## config.mk

```make
export PLATFORM = sky130hd
export DESIGN_NAME = double_ended_queue
export DESIGN_NICKNAME = d
export VERILOG_FILES = /design/src/hdl/deq_pkg.sv /design/src/hdl/deq_ctrl.sv /design/src/hdl/deq_dp.sv /design/src/hdl/double_ended_queue.sv
export SDC_FILE = /design/constraint.sdc
export NUM_CORES = 1
export LEC_CHECK = 0
export BUFFER_PORTS_ARGS = -buffer_cell sky130_fd_sc_hd__buf_2
export CORE_ASPECT_RATIO = 0.75
export CORE_MARGIN = 4
export CORE_UTILIZATION = 53
export DETAILED_ROUTE_END_ITERATION = 16
export GPL_ROUTABILITY_DRIVEN = 0
export PLACE_DENSITY = 0.76
export SKIP_LAST_GASP = 1
export SYNTH_ARGS = -nofsm -noshare
export SYNTH_HDL_FRONTEND = slang
export SYNTH_SLANG_ARGS = --single-unit
```

## constraint.sdc

```tcl
create_clock -name clk_i -period 6.75 [get_ports clk_i]
set_input_delay 0.3375 -clock clk_i [delete_from_list [all_inputs] [get_ports clk_i]]
set_output_delay 0.3375 -clock clk_i [all_outputs]
set_load 0.005 [all_outputs]
```

## src/hdl/deq_pkg.sv

```systemverilog
// Shared types and codes for the double-ended queue.
// Used by deq_ctrl, deq_dp and the double_ended_queue top level.
`default_nettype none

package deq_pkg;

  // Default sizes
  localparam int unsigned DefDepth     = 8;
  localparam int unsigned DefDataWidth = 32;

  // Fixed port widths
  localparam int unsigned CmdWidth    = 2;
  localparam int unsigned WordWidth   = 32;
  localparam int unsigned StatusWidth = 2;

  // Command codes
  localparam logic [CmdWidth-1:0] CMD_PUSH_FRONT = 2'd0;
  localparam logic [CmdWidth-1:0] CMD_PUSH_REAR  = 2'd1;
  localparam logic [CmdWidth-1:0] CMD_POP_FRONT  = 2'd2;
  localparam logic [CmdWidth-1:0] CMD_POP_REAR   = 2'd3;

  // Status codes
  localparam logic [StatusWidth-1:0] ST_OK        = 2'd0;
  localparam logic [StatusWidth-1:0] ST_OVERFLOW  = 2'd1;
  localparam logic [StatusWidth-1:0] ST_UNDERFLOW = 2'd2;

  // Commands from controller to datapath
  typedef struct packed {
    logic exec;      // execute the accepted item this cycle
    logic load_mem;  // move read data into the output word register
  } ctl_cmd_t;

  // Status from datapath to controller
  typedef struct packed {
    logic pop_ok;    // current item is a pop that will remove a word
  } dp_sts_t;

endpackage

`default_nettype wire

```

## src/hdl/deq_ctrl.sv

```systemverilog
// Controller of the double-ended queue: handshake and result sequencing.
// Depends on deq_pkg for the command and status structs.
`default_nettype none

module deq_ctrl (
  input  wire logic              clk_i,
  input  wire logic              rst_ni,
  input  wire logic              in_valid_i,
  output logic                   in_ready_o,
  output logic                   out_valid_o,
  input  wire logic              out_ready_i,
  input  wire deq_pkg::dp_sts_t  sts_i,
  output deq_pkg::ctl_cmd_t      cmd_o
);
  import deq_pkg::*;

  localparam logic S_IDLE = 1'b0;
  localparam logic S_READ = 1'b1;

  logic state_q, state_d;
  logic out_valid_q, out_valid_d;
  logic exec;

  // Take an item only when the output register is free or drains now
  assign in_ready_o = (state_q == S_IDLE) && (!out_valid_q || out_ready_i);
  assign exec       = in_valid_i && in_ready_o;

  assign cmd_o.exec     = exec;
  assign cmd_o.load_mem = (state_q == S_READ);

  // Next state
  always_comb begin
    state_d = state_q;
    case (state_q)
      S_IDLE: begin
        if (exec && sts_i.pop_ok) begin
          state_d = S_READ;
        end
      end
      S_READ: begin
        state_d = S_IDLE;
      end
      default: begin
        state_d = S_IDLE;
      end
    endcase
  end

  // Output valid: drop on take, raise when a result is complete
  always_comb begin
    out_valid_d = out_valid_q && !out_ready_i;
    if (state_q == S_READ) begin
      out_valid_d = 1'b1;
    end
    if (exec && !sts_i.pop_ok) begin
      out_valid_d = 1'b1;
    end
  end

  always_ff @(posedge clk_i or negedge rst_ni) begin
    if (!rst_ni) begin
      state_q     <= S_IDLE;
      out_valid_q <= 1'b0;
    end else begin
      state_q     <= state_d;
      out_valid_q <= out_valid_d;
    end
  end

  assign out_valid_o = out_valid_q;

endmodule

`default_nettype wire

```

## src/hdl/deq_dp.sv

```systemverilog
// Datapath of the double-ended queue: store, end pointers, fill count
// and result registers. Depends on deq_pkg for codes and structs.
`default_nettype none

module deq_dp #(
  parameter int unsigned Depth     = deq_pkg::DefDepth,
  parameter int unsigned DataWidth = deq_pkg::DefDataWidth,
  localparam int unsigned IdxW     = (Depth > 1) ? $clog2(Depth) : 1,
  localparam int unsigned CntW     = $clog2(Depth + 1)
) (
  input  wire logic                                clk_i,
  input  wire logic                                rst_ni,
  input  wire deq_pkg::ctl_cmd_t                   cmd_i,
  output deq_pkg::dp_sts_t                         sts_o,
  input  wire logic [deq_pkg::CmdWidth-1:0]        command_i,
  input  wire logic signed [deq_pkg::WordWidth-1:0] data_in_i,
  output logic signed [deq_pkg::WordWidth-1:0]     data_out_o,
  output logic [deq_pkg::StatusWidth-1:0]          status_o,
  output logic [CntW-1:0]                          level_o
);
  import deq_pkg::*;

  localparam logic [IdxW-1:0] LastIdx = IdxW'(Depth - 1);
  localparam logic [CntW-1:0] FullCnt = CntW'(Depth);

  function automatic logic [IdxW-1:0] step_up(input logic [IdxW-1:0] i);
    return (i == LastIdx) ? '0 : i + 1'b1;
  endfunction

  function automatic logic [IdxW-1:0] step_dn(input logic [IdxW-1:0] i);
    return (i == '0) ? LastIdx : i - 1'b1;
  endfunction

  logic [DataWidth-1:0] mem [Depth];
  logic [DataWidth-1:0] rd_q;

  logic [IdxW-1:0] head_q, head_d, tail_q, tail_d, slot;
  logic [CntW-1:0] cnt_q, cnt_d;
  logic            is_push, is_front, full, empty, push_ok, pop_ok;
  logic [StatusWidth-1:0] status_d;
  logic [DataWidth-1:0]   word;

  assign is_push  = (command_i == CMD_PUSH_FRONT) || (command_i == CMD_PUSH_REAR);
  assign is_front = (command_i == CMD_PUSH_FRONT) || (command_i == CMD_POP_FRONT);
  assign full     = (cnt_q == FullCnt);
  assign empty    = (cnt_q == '0);
  assign push_ok  = is_push && !full;
  assign pop_ok   = !is_push && !empty;
  assign word     = DataWidth'($unsigned(data_in_i));

  assign sts_o.pop_ok = pop_ok;

  // Work out the slot touched and the new pointers and count
  always_comb begin
    head_d   = head_q;
    tail_d   = tail_q;
    cnt_d    = cnt_q;
    slot     = is_front ? head_q : tail_q;
    status_d = ST_OK;
    if (is_push) begin
      if (full) begin
        status_d = ST_OVERFLOW;
      end else begin
        if (empty) begin
          head_d = '0;
          tail_d = '0;
          slot   = '0;
        end else if (is_front) begin
          head_d = step_dn(head_q);
          slot   = head_d;
        end else begin
          tail_d = step_up(tail_q);
          slot   = tail_d;
        end
        cnt_d = cnt_q + 1'b1;
      end
    end else begin
      if (empty) begin
        status_d = ST_UNDERFLOW;
      end else begin
        if (cnt_q == CntW'(1)) begin
          head_d = '0;
          tail_d = '0;
        end else if (is_front) begin
          head_d = step_up(head_q);
        end else begin
          tail_d = step_dn(tail_q);
        end
        cnt_d = cnt_q - 1'b1;
      end
    end
  end

  // Pointer and count registers
  always_ff @(posedge clk_i or negedge rst_ni) begin
    if (!rst_ni) begin
      head_q <= '0;
      tail_q <= '0;
      cnt_q  <= '0;
    end else if (cmd_i.exec) begin
      head_q <= head_d;
      tail_q <= tail_d;
      cnt_q  <= cnt_d;
    end
  end

  // Store: one write port, one registered read port
  always_ff @(posedge clk_i) begin
    if (cmd_i.exec && push_ok) begin
      mem[slot] <= word;
    end
    if (cmd_i.exec && pop_ok) begin
      rd_q <= mem[slot];
    end
  end

  // Result registers: status and level at execute, word at execute or read
  always_ff @(posedge clk_i) begin
    if (cmd_i.exec) begin
      status_o   <= status_d;
      level_o    <= cnt_d;
      data_out_o <= '0;
    end else if (cmd_i.load_mem) begin
      data_out_o <= WordWidth'(rd_q);
    end
  end

endmodule

`default_nettype wire

```

## src/hdl/double_ended_queue.sv

```systemverilog
// Double-ended queue over a circular store.
//
// Input channel (in_valid_i/in_ready_o) carries one command per item:
// push front, push rear, pop front or pop rear, with data_in_i for pushes.
// Output channel (out_valid_o/out_ready_i) returns one item per command:
// the popped word (zero otherwise), a status (ok, overflow, underflow) and
// the fill level after the command.
// A push or an error result is valid in the cycle after acceptance; a successful
// pop is first read into the read register and then loaded into the output word
// register, because the store has one read port with registered read data.
// Throughput: one push or error item per cycle as long as the receiver takes
// results; no new item is taken while a successful pop reads the store.
// The output register frees the input side: a new item is taken in the
// cycle the pending result is taken. When the receiver stalls, the result
// holds and no further item is accepted.
// Reset empties the queue (pointers and count to zero); store contents are
// left as they are and are never read before being written.
// Depends on deq_pkg, deq_ctrl and deq_dp.
`default_nettype none

module double_ended_queue #(
  parameter int unsigned Depth     = deq_pkg::DefDepth,
  parameter int unsigned DataWidth = deq_pkg::DefDataWidth,
  localparam int unsigned LevelW   = $clog2(Depth + 1)
) (
  input  wire logic                                 clk_i,
  input  wire logic                                 rst_ni,
  input  wire logic                                 in_valid_i,
  output logic                                      in_ready_o,
  input  wire logic [deq_pkg::CmdWidth-1:0]         command_i,
  input  wire logic signed [deq_pkg::WordWidth-1:0] data_in_i,
  output logic                                      out_valid_o,
  input  wire logic                                 out_ready_i,
  output logic signed [deq_pkg::WordWidth-1:0]      data_out_o,
  output logic [deq_pkg::StatusWidth-1:0]           status_o,
  output logic [LevelW-1:0]                         level_o
);
  import deq_pkg::*;

  ctl_cmd_t ctl_cmd;
  dp_sts_t  dp_sts;

  deq_ctrl u_ctrl (
    .clk_i       (clk_i),
    .rst_ni      (rst_ni),
    .in_valid_i  (in_valid_i),
    .in_ready_o  (in_ready_o),
    .out_valid_o (out_valid_o),
    .out_ready_i (out_ready_i),
    .sts_i       (dp_sts),
    .cmd_o       (ctl_cmd)
  );

  deq_dp #(
    .Depth     (Depth),
    .DataWidth (DataWidth)
  ) u_dp (
    .clk_i      (clk_i),
    .rst_ni     (rst_ni),
    .cmd_i      (ctl_cmd),
    .sts_o      (dp_sts),
    .command_i  (command_i),
    .data_in_i  (data_in_i),
    .data_out_o (data_out_o),
    .status_o   (status_o),
    .level_o    (level_o)
  );

  // Level never exceeds the store depth
  a_level_bound: assert property (@(posedge clk_i) disable iff (!rst_ni)
    out_valid_o |-> (level_o <= LevelW'(Depth)))
    else $error("level above depth");

  // Error results carry a zero word
  a_err_zero: assert property (@(posedge clk_i) disable iff (!rst_ni)
    (out_valid_o && (status_o != ST_OK)) |-> (data_out_o == '0))
    else $error("error result with nonzero word");

  // A successful pop shows its result after the read cycle
  a_pop_seq: assert property (@(posedge clk_i) disable iff (!rst_ni)
    (ctl_cmd.exec && dp_sts.pop_ok) |=> (!out_valid_o && !in_ready_o) ##1 out_valid_o)
    else $error("pop result sequencing broken");

endmodule

`default_nettype wire

```

==> run_summary.xml <==
<?xml version="1.0" encoding="UTF-8"?>
<metrics>
  <group name="run_status">
    <metric name="outcome" unit="">completed</metric>
  </group>
  <group name="logic_synthesis">
    <metric name="netlist.top_cell.by_area" unit="">edfxtp_1</metric>
    <metric name="synth.yosys.warnings" unit="">0</metric>
    <metric name="synth_cells" unit="">904</metric>
    <metric name="synth-edff-count" unit="">294</metric>
    <metric name="synthMostInstantiatedCell" unit="">edfxtp_1</metric>
    <metric name="area_of_the_mapped_netlist" unit="sq um">13900</metric>
    <metric name="most_used_flip_flop_cell_after_synthesis" unit="">edfxtp_1</metric>
    <metric name="synth_area_leaders" unit="">edfxtp_1 (63%), a2111oi_0 (5.9%), and3_1 (5.8%)</metric>
    <metric name="synthArstFlopShare" unit="%">3.55</metric>
    <metric name="postSynthRegisterBits" unit="">338</metric>
    <metric name="post_synth_most_frequent_cells" unit="">edfxtp_1 (294), and3_1 (128), a2111oi_0 (94)</metric>
    <metric name="synthesis.area_per_instance" unit="sq um">15.4</metric>
    <metric name="synth_nets" unit="">953</metric>
    <metric name="ys_types" unit="">62</metric>
    <metric name="synth_top_cell_area_share" unit="%">63.4</metric>
    <metric name="synth_seq_area_share" unit="%">70.2</metric>
  </group>
  <group name="die">
    <metric name="coreArea" unit="sq um">25900</metric>
    <metric name="placement_rows" unit="">51</metric>
    <metric name="design.die.area" unit="sq um">28900</metric>
    <metric name="die_w" unit="um">195</metric>
    <metric name="num_io_pins" unit="">78</metric>
    <metric name="starting_utilization_of_the_core_area" unit="%">53.7</metric>
    <metric name="die_height" unit="um">148</metric>
  </group>
  <group name="global_routing">
    <metric name="gr-usage-all-layers" unit="%">20.3</metric>
    <metric name="antenna_found_initial" unit="">3</metric>
    <metric name="grt_pass1_vias" unit="">8266</metric>
    <metric name="global_route.overflow_total" unit="">0</metric>
    <metric name="grt_first_pass_wirelength" unit="um">47300</metric>
    <metric name="grt_start_max_net_pins" unit="">129</metric>
  </group>
  <group name="pwr">
    <metric name="total_leakage_power" unit="nW">5.28</metric>
    <metric name="power_density_relative_to_cell_area" unit="nW/um^2">400</metric>
    <metric name="ir_drop" unit="mV">0.259</metric>
  </group>
  <group name="setup_path">
    <metric name="cp_max_fo" unit="">39</metric>
    <metric name="setup.worst_path.start_class" unit="">register</metric>
    <metric name="worstSetupPathType" unit="">register to register</metric>
    <metric name="worstPathRequired" unit="ns">6.93</metric>
    <metric name="crit-reg2reg-launch" unit="">u_dp.cnt_q[0]</metric>
    <metric name="max_stage_delay" unit="ns">1.01</metric>
    <metric name="startpoint" unit="">u_dp.cnt_q[0]</metric>
    <metric name="worst_r2r_path_depth" unit="">7</metric>
    <metric name="cp_cell_sequence" unit="">inv_1 -&gt; ha_1 -&gt; nor2b_1 -&gt; a211oi_4 -&gt; a2bb2oi_4 -&gt; o2111ai_1 -&gt; nor2_4</metric>
    <metric name="worst_endpoint_data_arrival_time" unit="ns">4.66</metric>
    <metric name="ff2ff_setup_slack" unit="ns">2.27</metric>
    <metric name="reg2reg_to" unit="">u_dp.mem[0][10]</metric>
    <metric name="critical-path-slowest-cell" unit="">nor2_4</metric>
    <metric name="worstSetupEndpointType" unit="">register</metric>
  </group>
  <group name="clock_network">
    <metric name="sinks_on_the_clock_net" unit="">338</metric>
    <metric name="clock_insertion_delay_worst_skew" unit="ns">0.57</metric>
    <metric name="cts_max_level" unit="">1</metric>
    <metric name="tritoncts_clock_tree" unit="">done</metric>
    <metric name="cts_made_buffers" unit="">31</metric>
    <metric name="clk_root_buffer_cell" unit="">clkbuf_16</metric>
    <metric name="cts-hold-fix-buffers" unit="">1</metric>
    <metric name="max-clock-path-buffers" unit="">3</metric>
    <metric name="cts_setup_buffers" unit="">0</metric>
    <metric name="count_of_cells_resized_by_post_cts_repair" unit="">0</metric>
    <metric name="clk_transition_reported_paths" unit="ns">0.07</metric>
  </group>
  <group name="timing">
    <metric name="worst-slew-pin-transition" unit="ns">1.25</metric>
    <metric name="finalSetupViolCount" unit="">0</metric>
    <metric name="max_slew_margin" unit="%">16.6</metric>
    <metric name="fin_setup_tns" unit="ns">0</metric>
    <metric name="slew_violations" unit="">0</metric>
    <metric name="fin_worst_skew" unit="ns">0.0149</metric>
    <metric name="rsz0062_at_grt" unit="">no</metric>
    <metric name="min_period_over_period" unit="%">66.3</metric>
    <metric name="max_clock_freq" unit="MHz">223</metric>
    <metric name="layout_min_cycle_time" unit="ns">4.48</metric>
    <metric name="final-hold-violation-count" unit="">0</metric>
  </group>
  <group name="min_path">
    <metric name="hold_start" unit="">data_in_i[7]</metric>
    <metric name="hold-path-endpoint" unit="">u_dp.mem[4][7]</metric>
    <metric name="whs_path_depth" unit="">1</metric>
    <metric name="hold_path_class" unit="">input port to register</metric>
  </group>
  <group name="route">
    <metric name="drc_markers" unit="">0</metric>
    <metric name="route.final.wire_length" unit="um">30000</metric>
    <metric name="first_pass_iters" unit="">5</metric>
    <metric name="post_drt_via_cell_ratio" unit="">6.29</metric>
    <metric name="antenna_violating_nets_post_route" unit="">0</metric>
    <metric name="routed_wire_length_per_instance" unit="um">22.8</metric>
    <metric name="drt_iter0_drc" unit="">746</metric>
    <metric name="route.vias.total" unit="">8253</metric>
  </group>
  <group name="final_layout">
    <metric name="finish.net_count" unit="">992</metric>
    <metric name="n_antenna_cell" unit="">0</metric>
    <metric name="post-route-util" unit="%">59.7</metric>
    <metric name="final_cell_area" unit="sq um">15500</metric>
    <metric name="area_added_between_synthesis_and_finish" unit="%">11.2</metric>
    <metric name="layout.filler_cells" unit="">2007</metric>
    <metric name="proportion_of_layout_cells_with_a_drive_suffix_above_1" unit="%">19.2</metric>
  </group>
  <group name="place">
    <metric name="postPlaceCellArea" unit="sq um">14500</metric>
    <metric name="io_buffer_count" unit="">77</metric>
    <metric name="detailedPlacementHpwl" unit="um">16100</metric>
  </group>
  <group name="job">
    <metric name="max_cap_viol_count" unit="">0</metric>
  </group>
</metrics>
kinds of logic (layout without fill, tap and decap cells):
logic type / count (synthesis) / count (layout) / synth area share (%)
compound gates: 172 / 172 / 12.1
xor+xnor: 3 / 3 / 0.189
fa+ha+maj: 11 / 11 / 0.989
buf+inv: 94 / 158 / 3.52
flops: 338 / 338 / 70.2
mux: 38 / 38 / 2.76
simple gates: 248 / 248 / 10.3
how the worst max path moves through the flow:
stage,endpoint,depth (start not counted)
after floorplan,u_dp.mem[5][0],8
after global placement,u_dp.mem[0][19],7
after detailed placement,u_dp.mem[0][10],7
after CTS,u_dp.mem[0][2],7
after global routing,u_dp.mem[0][2],7
final,u_dp.mem[0][10],7
layout by cell type, fill, tap and decap left out, types with 5 or more instances in the layout:
cell type / count
ha_1: 11
dfxtp_1: 32
a2111oi_2: 17
nor3_1: 7
nor2_1: 40
clkbuf_16: 31
clkinv_2: 7
nor2_4: 6
nand2b_1: 6
a2111oi_0: 94
edfxtp_1: 294
clkbuf_1: 9
clkbuf_8: 5
buf_2: 77
and3_1: 128
buf_4: 13
dfrtp_1: 11
o21ai_0: 8
mux2i_1: 35
a2111oi_1: 14
nand2_1: 10
inv_1: 8
nor4_1: 32
a21oi_1: 7
sequential cells by signal (all words and copies together), names as in the netlist, 2 cells and up:
signal	count
u_dp.tail_q	3
u_dp.head_q	3
u_dp.rd_q	32
u_dp.level_o	4
u_dp.data_out_o	32
u_dp.cnt_q	4
u_dp.mem	256
u_dp.status_o	2
per-layer routing:
| metal | wire (um) | part of all wire (%) | global-route usage (%) | vias up |
|---|---|---|---|---|
| met5 | 40 | 0.13 | 0 | - |
| met1 | 13900 | 46 | 30.4 | 4169 |
| li1 | - | - | - | 3780 |
| met4 | 433 | 1.4 | 3.94 | 6 |
| met2 | 13800 | 46 | 31.8 | 258 |
| met3 | 1730 | 5.8 | 3.80 | 40 |
critical path: cells and delay by family, from the launching register on:
family,cells,cell delay [ns]
AOI/OAI and AO/OA,3,1.52
adders and majority gates,1,0.28
buffers and inverters,1,0.15
DFF,1,0.44
and+or+nand+nor,2,1.69
cell type report:
cell class              instances  area [sq um]  area share [%]
repair buffers                 91           493            3.19
clock inverters                13          86.3           0.558
well taps                     344           430            2.78
multi-input cells             472          3770            24.4
flip-flops and latches        338          9770            63.2
clock buffers                  45           878            5.68
inverters                       9          33.8           0.218
power by group:
group          internal (mW)  switching (mW)  total [mW]
sequential              2.58           0.118        2.69
combinational          0.616            1.23        1.84
clock                  0.907           0.748        1.66
total                   4.10            2.09        6.19
per-stage QoR:
| step | instances | power, mW | hold slack [ns] | setup WS, ns |
|---|---|---|---|---|
| floorplan | 904 | 4.10 | 0.0419 | 2.31 |
| global placement | 1253 | 4.52 | 0.243 | 2.42 |
| detailed placement | 1253 | 4.58 | 0.242 | 2.31 |
| CTS | 1312 | 6.23 | 0.0113 | 2.30 |
| global route | 1312 | 6.52 | 0.0248 | 1.97 |
| finish | 1312 | 6.19 | 0.0352 | 2.27 |
Note: power is estimated with default switching activity, not from simulation.
